===== config.mk =====
export PLATFORM = sky130hd
export DESIGN_NAME = utf8_replacing_decoder
export DESIGN_NICKNAME = d
export VERILOG_FILES = /design/src/rtl/u8rd_pkg.sv /design/src/rtl/u8rd_front.sv /design/src/rtl/u8rd_fifo.sv /design/src/rtl/u8rd_back.sv /design/src/rtl/utf8_replacing_decoder.sv
export SDC_FILE = /design/constraint.sdc
export NUM_CORES = 1
export LEC_CHECK = 0
export BUFFER_PORTS_ARGS = -buffer_cell sky130_fd_sc_hd__buf_2
export CAP_MARGIN = 10
export CORE_MARGIN = 4
export CORE_UTILIZATION = 45
export DETAILED_ROUTE_END_ITERATION = 10
export PLACE_DENSITY_LB_ADDON = 0.15
export SETUP_SLACK_MARGIN = 0.05
export SLEW_MARGIN = 5
export SYNTH_ARGS = -nofsm -noshare
export SYNTH_HDL_FRONTEND = slang
export SYNTH_SLANG_ARGS = --single-unit

===== constraint.sdc =====
create_clock -name aclk -period 7.08 [get_ports aclk]
set_clock_uncertainty 0.05 [all_clocks]
set_input_delay 2.124 -clock aclk [delete_from_list [all_inputs] [get_ports aclk]]
set_output_delay 2.124 -clock aclk [all_outputs]
set_load 0.01 [all_outputs]

===== src/rtl/u8rd_pkg.sv =====
package u8rd_pkg;

    localparam int JOB_BYTES = 6;
    localparam int QDEPTH    = 2;

    localparam logic [7:0] RPL_B0   = 8'hEF;
    localparam logic [7:0] RPL_B1   = 8'hBF;
    localparam logic [7:0] RPL_B2   = 8'hBD;
    localparam logic [7:0] CONT_LO  = 8'h80;
    localparam logic [7:0] CONT_HI  = 8'hBF;
    localparam logic [7:0] E0_LO    = 8'hA0;
    localparam logic [7:0] ED_HI    = 8'h9F;
    localparam logic [7:0] F0_LO    = 8'h90;
    localparam logic [7:0] F4_HI    = 8'h8F;
    localparam logic [20:0] BOM_CP  = 21'h00FEFF;

    localparam logic KIND_DATA = 1'b0;
    localparam logic KIND_END  = 1'b1;

    localparam logic CFG_FATAL    = 1'b0;
    localparam logic CFG_KEEP_BOM = 1'b1;

    // One decoded burst: bytes[0] goes out first.
    typedef struct packed {
        logic [JOB_BYTES-1:0][7:0] bytes;
        logic [2:0]                cnt;
        logic                      err;
    } job_t;

endpackage


===== src/rtl/u8rd_front.sv =====
module u8rd_front import u8rd_pkg::*; (
    input  logic       aclk,
    input  logic       aresetn,
    input  logic       cfg_we,
    input  logic       cfg_index,
    input  logic       cfg_data,
    input  logic       s_valid,
    output logic       s_ready,
    input  logic       s_kind,
    input  logic [7:0] s_byte,
    input  logic       q_full,
    output logic       push,
    output job_t       push_job
);

    logic        fatal_reg, keep_bom_reg;
    logic [1:0]  need_reg, need_next;
    logic [7:0]  lo_reg, lo_next, hi_reg, hi_next;
    logic [20:0] acc_reg, acc_next;
    logic        bom_reg, bom_next;

    logic        fire;
    logic        l_start, l_ascii, l_bad;
    logic [1:0]  l_need;
    logic [7:0]  l_lo, l_hi;
    logic [20:0] l_bits;
    logic [2:0][7:0] lb;
    logic [1:0]  ln;
    logic        l_err;
    logic [20:0] cp;
    logic        bom_drop;

    assign s_ready = !q_full;
    assign fire    = s_valid && s_ready;
    assign cp      = {acc_reg[14:0], s_byte[5:0]};

    always_comb begin
        l_start = 1'b0;
        l_ascii = 1'b0;
        l_bad   = 1'b0;
        l_need  = 2'd0;
        l_lo    = CONT_LO;
        l_hi    = CONT_HI;
        l_bits  = '0;
        priority if (s_byte < 8'h80) begin
            l_ascii = 1'b1;
        end else if (s_byte >= 8'hC2 && s_byte <= 8'hDF) begin
            l_start = 1'b1; l_need = 2'd1; l_bits = {16'd0, s_byte[4:0]};
        end else if (s_byte == 8'hE0) begin
            l_start = 1'b1; l_need = 2'd2; l_lo = E0_LO; l_bits = {17'd0, s_byte[3:0]};
        end else if (s_byte == 8'hED) begin
            l_start = 1'b1; l_need = 2'd2; l_hi = ED_HI; l_bits = {17'd0, s_byte[3:0]};
        end else if (s_byte >= 8'hE1 && s_byte <= 8'hEF) begin
            l_start = 1'b1; l_need = 2'd2; l_bits = {17'd0, s_byte[3:0]};
        end else if (s_byte == 8'hF0) begin
            l_start = 1'b1; l_need = 2'd3; l_lo = F0_LO; l_bits = {18'd0, s_byte[2:0]};
        end else if (s_byte == 8'hF4) begin
            l_start = 1'b1; l_need = 2'd3; l_hi = F4_HI; l_bits = {18'd0, s_byte[2:0]};
        end else if (s_byte >= 8'hF1 && s_byte <= 8'hF3) begin
            l_start = 1'b1; l_need = 2'd3; l_bits = {18'd0, s_byte[2:0]};
        end else begin
            l_bad = 1'b1;
        end

        lb    = '0;
        ln    = 2'd0;
        l_err = 1'b0;
        if (l_ascii) begin
            lb[0] = s_byte;
            ln    = 2'd1;
        end else if (l_bad && fatal_reg) begin
            ln    = 2'd1;
            l_err = 1'b1;
        end else if (l_bad) begin
            lb = {RPL_B2, RPL_B1, RPL_B0};
            ln = 2'd3;
        end
    end

    always_comb begin
        need_next = need_reg;
        lo_next   = lo_reg;
        hi_next   = hi_reg;
        acc_next  = acc_reg;
        bom_next  = bom_reg;
        push      = 1'b0;
        push_job  = '0;
        bom_drop  = 1'b0;
        if (fire) begin
            if (s_kind == KIND_END) begin
                if (need_reg != 2'd0) begin
                    push = 1'b1;
                    push_job.cnt = fatal_reg ? 3'd1 : 3'd3;
                    push_job.err = fatal_reg;
                    if (!fatal_reg) begin
                        push_job.bytes[0] = RPL_B0;
                        push_job.bytes[1] = RPL_B1;
                        push_job.bytes[2] = RPL_B2;
                    end
                end
                need_next = 2'd0;
                lo_next   = CONT_LO;
                hi_next   = CONT_HI;
                acc_next  = '0;
                bom_next  = 1'b0;
            end else if (need_reg == 2'd0 ||
                         ((s_byte < lo_reg || s_byte > hi_reg) && !fatal_reg)) begin
                if (need_reg == 2'd0) begin
                    push_job.bytes[2:0] = lb;
                    push_job.cnt        = {1'b0, ln};
                    push_job.err        = l_err;
                    push                = (ln != 2'd0);
                end else begin
                    push_job.bytes[0]   = RPL_B0;
                    push_job.bytes[1]   = RPL_B1;
                    push_job.bytes[2]   = RPL_B2;
                    push_job.bytes[5:3] = lb;
                    push_job.cnt        = 3'd3 + {1'b0, ln};
                    push_job.err        = l_err;
                    push                = 1'b1;
                    bom_next            = 1'b1;
                end
                need_next = 2'd0;
                lo_next   = CONT_LO;
                hi_next   = CONT_HI;
                acc_next  = '0;
                if (l_start) begin
                    need_next = l_need;
                    lo_next   = l_lo;
                    hi_next   = l_hi;
                    acc_next  = l_bits;
                end
                if (l_ascii || (l_bad && !fatal_reg)) begin
                    bom_next = 1'b1;
                end
            end else if (s_byte < lo_reg || s_byte > hi_reg) begin
                push         = 1'b1;
                push_job.cnt = 3'd1;
                push_job.err = 1'b1;
                need_next    = 2'd0;
                lo_next      = CONT_LO;
                hi_next      = CONT_HI;
                acc_next     = '0;
            end else begin
                lo_next   = CONT_LO;
                hi_next   = CONT_HI;
                acc_next  = cp;
                need_next = need_reg - 2'd1;
                if (need_reg == 2'd1) begin
                    acc_next = '0;
                    bom_next = 1'b1;
                    bom_drop = !bom_reg && cp == BOM_CP && !keep_bom_reg;
                    if (!bom_drop) begin
                        push = 1'b1;
                        priority if (cp < 21'h80) begin
                            push_job.bytes[0] = cp[7:0];
                            push_job.cnt      = 3'd1;
                        end else if (cp < 21'h800) begin
                            push_job.bytes[0] = {3'b110, cp[10:6]};
                            push_job.bytes[1] = {2'b10, cp[5:0]};
                            push_job.cnt      = 3'd2;
                        end else if (cp < 21'h10000) begin
                            push_job.bytes[0] = {4'b1110, cp[15:12]};
                            push_job.bytes[1] = {2'b10, cp[11:6]};
                            push_job.bytes[2] = {2'b10, cp[5:0]};
                            push_job.cnt      = 3'd3;
                        end else begin
                            push_job.bytes[0] = {5'b11110, cp[20:18]};
                            push_job.bytes[1] = {2'b10, cp[17:12]};
                            push_job.bytes[2] = {2'b10, cp[11:6]};
                            push_job.bytes[3] = {2'b10, cp[5:0]};
                            push_job.cnt      = 3'd4;
                        end
                    end
                end
            end
        end
    end

    always_ff @(posedge aclk) begin
        if (!aresetn) begin
            fatal_reg    <= 1'b0;
            keep_bom_reg <= 1'b0;
            need_reg     <= 2'd0;
            lo_reg       <= CONT_LO;
            hi_reg       <= CONT_HI;
            acc_reg      <= '0;
            bom_reg      <= 1'b0;
        end else begin
            if (cfg_we && cfg_index == CFG_FATAL) begin
                fatal_reg <= cfg_data;
            end
            if (cfg_we && cfg_index == CFG_KEEP_BOM) begin
                keep_bom_reg <= cfg_data;
            end
            need_reg <= need_next;
            lo_reg   <= lo_next;
            hi_reg   <= hi_next;
            acc_reg  <= acc_next;
            bom_reg  <= bom_next;
        end
    end

endmodule


===== src/rtl/u8rd_fifo.sv =====
module u8rd_fifo import u8rd_pkg::*; (
    input  logic aclk,
    input  logic aresetn,
    input  logic push,
    input  job_t push_job,
    input  logic pop,
    output logic full,
    output logic nonempty,
    output job_t head
);

    localparam int PW = $clog2(QDEPTH);

    job_t          mem_reg [QDEPTH];
    logic [PW-1:0] wp_reg, rp_reg;
    logic [PW:0]   cnt_reg;

    assign full     = (cnt_reg == (PW+1)'(QDEPTH));
    assign nonempty = (cnt_reg != '0);
    assign head     = mem_reg[rp_reg];

    always_ff @(posedge aclk) begin
        if (push) begin
            mem_reg[wp_reg] <= push_job;
        end
    end

    always_ff @(posedge aclk) begin
        if (!aresetn) begin
            wp_reg  <= '0;
            rp_reg  <= '0;
            cnt_reg <= '0;
        end else begin
            if (push) begin
                wp_reg <= (wp_reg == PW'(QDEPTH-1)) ? '0 : wp_reg + PW'(1);
            end
            if (pop) begin
                rp_reg <= (rp_reg == PW'(QDEPTH-1)) ? '0 : rp_reg + PW'(1);
            end
            cnt_reg <= cnt_reg + (PW+1)'(push) - (PW+1)'(pop);
        end
    end

endmodule


===== src/rtl/u8rd_back.sv =====
module u8rd_back import u8rd_pkg::*; (
    input  logic       aclk,
    input  logic       aresetn,
    input  logic       nonempty,
    input  job_t       head,
    output logic       pop,
    output logic       m_valid,
    input  logic       m_ready,
    output logic [7:0] m_byte,
    output logic       m_err,
    output logic       m_last
);

    logic [2:0] idx_reg, idx_next;
    logic       fire;

    assign m_valid = nonempty;
    assign m_byte  = head.bytes[idx_reg];
    assign m_err   = head.err;
    assign m_last  = (idx_reg == head.cnt - 3'd1);
    assign fire    = m_valid && m_ready;
    assign pop     = fire && m_last;

    always_comb begin
        idx_next = idx_reg;
        if (fire) begin
            idx_next = m_last ? 3'd0 : idx_reg + 3'd1;
        end
    end

    always_ff @(posedge aclk) begin
        if (!aresetn) begin
            idx_reg <= 3'd0;
        end else begin
            idx_reg <= idx_next;
        end
    end

endmodule


===== src/rtl/utf8_replacing_decoder.sv =====
// Channel   | Dir | tdata            | tuser   | tlast
// s_axis    | in  | [7:0] data_byte  | kind    | -
// m_axis    | out | [7:0] out_byte   | error   | last
// cfg       | in  | cfg_data, index 0 fatal_mode, 1 BOM pass-through (cfg_we strobe)
//
// Input: one transaction per cycle while the two-entry burst queue has a free entry.
// Output: one result byte per cycle while m_axis_tready is high; an input transaction
// queues a burst of 0 to 6 bytes, registered in the burst queue until the output takes it.
// Hold s_axis_tready low while both queue entries hold bursts, even for items with no result.
// Reset (aresetn low, synchronous) clears decoder state, queue and registers.
module utf8_replacing_decoder import u8rd_pkg::*; (
    input  logic       aclk,
    input  logic       aresetn,
    input  logic       cfg_we,
    input  logic       cfg_index,
    input  logic       cfg_data,
    input  logic       s_axis_tvalid,
    output logic       s_axis_tready,
    input  logic [7:0] s_axis_tdata,   // [7:0] data_byte
    input  logic       s_axis_tuser,   // [0] kind
    output logic       m_axis_tvalid,
    input  logic       m_axis_tready,
    output logic [7:0] m_axis_tdata,   // [7:0] out_byte
    output logic       m_axis_tuser,   // [0] error
    output logic       m_axis_tlast
);

    logic push, pop, full, nonempty;
    job_t push_job, head;

    u8rd_front u_front (
        .aclk      (aclk),
        .aresetn   (aresetn),
        .cfg_we    (cfg_we),
        .cfg_index (cfg_index),
        .cfg_data  (cfg_data),
        .s_valid   (s_axis_tvalid),
        .s_ready   (s_axis_tready),
        .s_kind    (s_axis_tuser),
        .s_byte    (s_axis_tdata),
        .q_full    (full),
        .push      (push),
        .push_job  (push_job)
    );

    u8rd_fifo u_fifo (
        .aclk     (aclk),
        .aresetn  (aresetn),
        .push     (push),
        .push_job (push_job),
        .pop      (pop),
        .full     (full),
        .nonempty (nonempty),
        .head     (head)
    );

    u8rd_back u_back (
        .aclk     (aclk),
        .aresetn  (aresetn),
        .nonempty (nonempty),
        .head     (head),
        .pop      (pop),
        .m_valid  (m_axis_tvalid),
        .m_ready  (m_axis_tready),
        .m_byte   (m_axis_tdata),
        .m_err    (m_axis_tuser),
        .m_last   (m_axis_tlast)
    );

endmodule


==> metrics.md, run 1 <==
| Metric | Value |
|---|---|
| Via/cell ratio | `6.46` |
| Critical path class | `primary input to flop` |
| Htree depth | `3` |
| CP startpoint kind | `primary input` |
| Post-synth EDFFs | `70` |
| Worst Hold Class | `flop to flop` |
| Max FFs per register | `70` |
| Largest net degree at the start of global routing | `36` |
| Status | `completed` |
| Chip Width | `about 120 µm` |
| Starting Density | `0.460` |
| Post-cts sizing count | `0` |
| Residual DRC | `0` |
| Synth Area per Inst | `approximately 11 µm²` |
| Post-synth ARST share | `0` |
| Syn_nets | `roughly 550` |
| Worst-path maximum fanout | `35` |
| TNS Setup | `0 ns` |
| Num Clock Sinks | `around 100` |
| Fin nets | `roughly 550` |
| Fin. Hold Viols | `0` |
| Power per cell area | `approximately 220 nW/µm²` |
| Max Slew Vio Count | `0` |
| YS warnings | `0` |
| Synthesized flop and latch total | `102` |
| Clock latency at the later pin of the worst-skew pair | `0.36 ns` |
| VDD IR max | `between 0.1 and 0.15 mV` |
| Worst-path clk slew | `around 0.070 ns` |
| Top_reg_cell synth | `edfxtp_1` |
| Final Cycle Share | `0.768` |
| Core Region | `approximately 12000 µm²` |
| Tmin final | `roughly 5.4 ns` |
| Post-DRT Antenna Nets | `0` |
| Initial DRC count | `~410` |
| # fillers | `approximately 1100` |
| Antenna violations before repair | `0` |
| RSZ-0062 raised after global routing | `no` |
| Sequential area share after synthesis | `0.497` |
| Hold buffers post-CTS | `0` |
| WL final | `approximately 15 mm` |
| Vias | `between 4000 and 5000` |
| IO Count | `28` |
| Crit end category | `flop` |
| Routability cong. | `around 0.9` |
| Num CTS Buffers | `9` |
| Share of cells above drive strength 1 | `0.142` |
| Root Driver | `clkbuf_16` |
| Worst Max-Slew Pin Slew | `1.09 ns` |
| Die H | `119 µm` |
| CTS tree | `done` |
| Yosys cell types | `60` |
| Final setup violation count | `0` |
| N_diodes | `0` |
| Max-cap violations | `0` |
| Core Rows | `40` |
| DR pass1 iterations | `5` |
| Overflow left after global routing | `0` |
| Routed WL per cell | `about 22 µm` |
| Layout Utilization | `0.502` |
| Clock Path Buffers | `2` |
| Setup Buffers After CTS | `0` |
| Headroom to the max-slew limit | `0.268` |
| Vias in the first global route | `between 4000 and 5000` |
| Global-route wire length before repair | `about 24 mm` |
| Placed wire-length estimate | `between 10 and 15 mm` |
| Cell count after synthesis | `between 500 and 600` |
| Die ar. | `~14000 µm²` |
| Fmax | `roughly 180 MHz` |
| Crit path DAT | `between 5 and 6 ns` |
| GRT Util Overall | `0.215` |
| Mapped Area | `roughly 5500 µm²` |
| Leak | `between 2 and 2.5 nW` |
| Required @ worst endpoint | `7.00 ns` |
| Area Overhead vs Synth | `9.13%` |
| Port-buffer cells | `27` |
==> cell usage in the layout, fill, tap and decap left out, types with 3 or more instances in the layout <==
cell type / netlist / final
clkbuf_16: 0 / 9
edfxtp_1: 70 / 70
a211o_1: 3 / 3
ha_1: 12 / 12
nor2_1: 38 / 36
a21o_1: 7 / 7
o211ai_1: 10 / 10
nor3_1: 15 / 15
inv_1: 20 / 20
dfxtp_1: 32 / 32
nand4_1: 6 / 6
buf_4: 0 / 5
a21oi_1: 35 / 35
mux2_2: 4 / 4
nor4b_1: 3 / 3
mux4_2: 14 / 14
a221oi_1: 4 / 4
nand3_1: 18 / 18
o21a_1: 4 / 4
a22oi_1: 13 / 13
o21ai_0: 30 / 30
and3_1: 6 / 6
nor2b_1: 4 / 4
a31oi_1: 12 / 12
nand2b_1: 4 / 4
a211oi_1: 10 / 10
o22ai_1: 4 / 4
buf_2: 4 / 27
nor4_1: 6 / 6
mux2i_1: 12 / 12
nand3b_1: 3 / 3
or2_2: 3 / 3
a32oi_1: 12 / 12
nand4b_1: 3 / 3
xnor2_1: 4 / 4
nand2_1: 30 / 30
==> kinds of logic after synthesis <==
group | Yosys count | share of synthesized area
compound gates | 158 | 0.193
xor+xnor | 6 | 0.00952
fa+ha+maj | 12 | 0.0272
buf+inv | 56 | 0.0403
flops | 102 | 0.497
mux | 30 | 0.0870
simple gates | 153 | 0.146
==> final timing paths <==
check | start | endpoint | slack [ns] | cells past startpoint
max | s_axis_tdata[4] | u_fifo.mem_reg[0][16] | 1.64 | 10
min | u_front.hi_reg[4] | u_front.hi_reg[4] | 0.43 | 1
max reg2reg | u_front.acc_reg[12] | u_fifo.cnt_reg[1] | 3.65 | 10
min reg2reg | u_front.hi_reg[4] | u_front.hi_reg[4] | 0.43 | 1
==> layer usage <==
layer,global-route usage,share of wire
met5,0,0
met4,0.0797,0.021
met3,0.0306,0.047
met2,0.330,0.46
met1,0.309,0.47
==> cell usage after synthesis (all sizes together), types with 10 or more instances <==
cell | n | area [µm²]
ha | 12 | 150
edfxtp | 70 | 2100
a21oi | 35 | 175
o211ai | 10 | 75.1
dfxtp | 32 | 641
clkbuf | 31 | 116
a211oi | 10 | 75.1
nor3 | 15 | 75.1
mux4 | 14 | 315
nor2 | 38 | 143
mux2i | 12 | 120
a32oi | 12 | 105
a31oi | 12 | 75.1
o21ai | 30 | 150
nand2 | 30 | 113
a22oi | 13 | 97.6
nand3 | 18 | 90.1
inv | 20 | 75.1
==> area by class of cell <==
class | instances | area (µm²) | share of cell area
clock buffer | 9 | 225 | 0.0374
clock inverter | 5 | 60.1 | 0.00996
inverter | 20 | 75.1 | 0.0125
multi-input combinational | 359 | 2570 | 0.426
sequential | 102 | 2740 | 0.455
tap | 147 | 184 | 0.0305
timing repair buffer | 32 | 173 | 0.0286
==> metrics by stage <==
| step | power [W] | cells | hold slack (ns) | instance area, µm² | worst slack (ns) |
|---|---|---|---|---|---|
| detailed placement | 0.000830 | 660 | 0.421 | 5740 | 1.33 |
| CTS | 0.00132 | 674 | 0.437 | 6030 | 1.70 |
| finish | 0.00131 | 674 | 0.434 | 6030 | 1.64 |
| floorplan | 0.000781 | 517 | 0.381 | 5520 | 1.07 |
| global route | 0.00136 | 674 | 0.469 | 6030 | 1.30 |
| global placement | 0.000826 | 660 | 0.409 | 5740 | 1.47 |
==> worst max-delay path, cell delays in order <==
cell,delay (ns)
buf_2,0.20
nor4_2,0.52
a31oi_1,0.23
a21oi_1,0.59
inv_1,0.14
ha_1,0.23
o21ai_0,0.13
and3_1,0.22
o41ai_4,0.13
nor2_4,0.80
==> power breakdown <==
part	total [W]	leakage (nW)	internal, W	switching (W)
sequential	0.000669	0.953	0.000657	0.0000122
clock	0.000488	0.138	0.000272	0.000216
combinational	0.000149	1.07	0.0000530	0.0000959
total	0.00131	2.16	0.000981	0.000324
No activity file was read; power rests on OpenSTA's default activity.
==> run 2, diff against run 1 <==
==> constraint.sdc (replaced) <==
create_clock -name aclk -period 4.5 [get_ports aclk]
set_clock_uncertainty 0.05 [all_clocks]
set_input_delay 1.35 -clock aclk [delete_from_list [all_inputs] [get_ports aclk]]
set_output_delay 1.35 -clock aclk [all_outputs]
set_load 0.01 [all_outputs]
==> run 2 against run 1 <==
Register-to-register slack worse by 2.3 ns. Total power increased by 57%. Setup slack worse by 1.1 ns. Critical endpoint is now u_fifo.cnt_reg[1]. Sequential share of layout area shrank 0.92 points. Global-route usage down 0.39 points. Worst hold slack gained 0.00081 ns. Cell area rose by 2.1%. Core utilization increased by 1.0 points. Combinational power increased by 64%. Critical path depth rose by 3. Highest routed layer is now met5. Largest cell class unchanged. Sequential power increased by 57%.
==> metrics.md, run 2 (synthesized netlist as in run 1, its figures left out) <==
| Metric | Value |
|---|---|
| CP Buf/Inv Count | `2` |
| DR pass1 iterations | `5` |
| Worst Hold Class | `flop to flop` |
| Worst R2R Path Depth | `10` |
| Num CTS Buffers | `9` |
| Die H | `between 100 and 150 µm` |
| Required @ worst endpoint | `4.65 ns` |
| Die ar. | `about 14000 µm²` |
| RSZ-0062 raised after global routing | `no` |
| Critical path class | `primary input to flop` |
| Most common cell after layout, fill and taps aside | `edfxtp_1` |
| Area Overhead vs Synth | `11.4%` |
| Share of cells above drive strength 1 | `0.159` |
| Max-cap violations | `0` |
| Clock Path Buffers | `2` |
| # fillers | `~1100` |
| Max Slew Vio Count | `0` |
| IO Count | `28` |
| VDD IR max | `about 0.19 mV` |
| Routed WL per cell | `between 20 and 25 µm` |
| Power per cell area | `333 nW/µm²` |
| Placed wire-length estimate | `10.2 mm` |
| N_diodes | `0` |
| Post-DRT Antenna Nets | `0` |
| CP startpoint kind | `primary input` |
| Initial DRC count | `approximately 320` |
| Critical path's top delay family | `compound AO/OA/AOI/OAI gates` |
| Residual DRC | `0` |
| Final Cycle Share | `0.875` |
| Fmax | `roughly 250 MHz` |
| Chip Width | `approximately 120 µm` |
| Antenna violations before repair | `1` |
| GRT Util Overall | `0.211` |
| CP cell instances | `buf_2 > o21ai_0 > a21oi_1 > a211oi_1 > ha_1 > nor2_1 > o41ai_4 > ha_1 > inv_1 > ha_1 > xor2_1 > xnor2_1 > nor2_1` |
| Fin. Hold Viols | `0` |
| Crit end category | `flop` |
| Htree depth | `3` |
| WL final | `approximately 14 mm` |
| Fin nets | `565` |
| Clock latency at the later pin of the worst-skew pair | `0.34 ns` |
| Post-cts sizing count | `0` |
| Most used cell, CP | `ha_1` |
| Largest net degree at the start of global routing | `36` |
| Final non-filler cell total | `around 690` |
| Placed cell areas | `approximately 5900 µm²` |
| Hold buffers post-CTS | `0` |
| Global-route wire length before repair | `roughly 23 mm` |
| Most frequent cells in the layout | `70 x edfxtp_1, 36 x nor2_1, 35 x a21oi_1` |
| Max FFs per register | `70` |
| Overflow left after global routing | `0` |
| CP max stage delay | `around 0.49 ns` |
| Worst-path maximum fanout | `4` |
| Vias in the first global route | `between 4000 and 5000` |
| WHS Path Cells | `2` |
| Port-buffer cells | `27` |
| Slowest CP cell | `a211oi_1` |
| Final setup violation count | `0` |
| Crit path DAT | `between 4 and 5 ns` |
| Worst-path clk slew | `roughly 0.06 ns` |
| Root Driver | `clkbuf_16` |
| Total power | `roughly 0.0020 W` |
| Routability cong. | `1.02` |
| Setup WS post-layout | `about 0.56 ns` |
| Starting Density | `0.460` |
| Post-route cell area | `a little over 6000 µm²` |
| Vias | `4361` |
| Placed Instances | `673` |
| Tmin final | `between 3 and 4 ns` |
| Core Region | `approximately 12000 µm²` |
| CTS tree | `done` |
| Headroom to the max-slew limit | `0.430` |
| Leak | `2.23 nW` |
| Worst Max-Slew Pin Slew | `0.855 ns` |
| Setup Buffers After CTS | `0` |
| Num Clock Sinks | `102` |
| Status | `completed` |
| Pre-CTS setup slack | `approximately 0.22 ns` |
| Via/cell ratio | `about 6.3` |
| Instance count on the critical path | `13` |
| Core Rows | `40` |
run 2: worst paths after layout:
path	from	endpoint	slack, ns
worst max register to register	u_front.acc_reg[12]	u_fifo.cnt_reg[1]	1.30
worst min register to register	u_front.lo_reg[5]	u_front.lo_reg[5]	0.44
worst max-delay path	s_axis_tdata[0]	u_fifo.cnt_reg[1]	0.56
worst min-delay path	u_front.lo_reg[5]	u_front.lo_reg[5]	0.44
run 2: cell type report:
class	count	area, µm²	area share
Tap cell	147	184	0.0299
Clock inverter	3	46.3	0.00753
Clock buffer	13	240	0.0391
Multi-Input combinational cell	359	2570	0.417
Timing Repair Buffer	45	295	0.0480
Inverter	20	75.1	0.0122
Sequential cell	102	2740	0.446
run 2: stage by stage:
step	setup TNS, ns	hold WS (ns)	util
floorplan	-10.92	0.381	-
global placement	0	0.414	0.488
detailed placement	0	0.423	0.488
CTS	0	0.438	0.512
global route	0	0.462	0.512
finish	0	0.435	0.512
run 2: tightest hold or removal path, cell delays in order (launching register included):
cell and delay [ns]:
dfxtp_1 0.30, inv_1 0.06, o22ai_1 0.08
run 2: power by group:
part / switching (W) / internal, W / total (W) / leakage, nW
clock: 0.000320 / 0.000433 / 0.000753 / 0.134
sequential: 0.0000182 / 0.00103 / 0.00105 / 0.953
combinational: 0.000151 / 0.0000930 / 0.000244 / 1.14
total: 0.000489 / 0.00156 / 0.00205 / 2.23
run 2: metal layers:
layer / share of wire / track usage / vias to the layer above
li1: - / - / 2054
met1: 0.47 / 0.307 / 2132
met2: 0.45 / 0.315 / 139
met3: 0.051 / 0.0335 / 34
met4: 0.027 / 0.0833 / 2
met5: 0.00049 / 0 / -
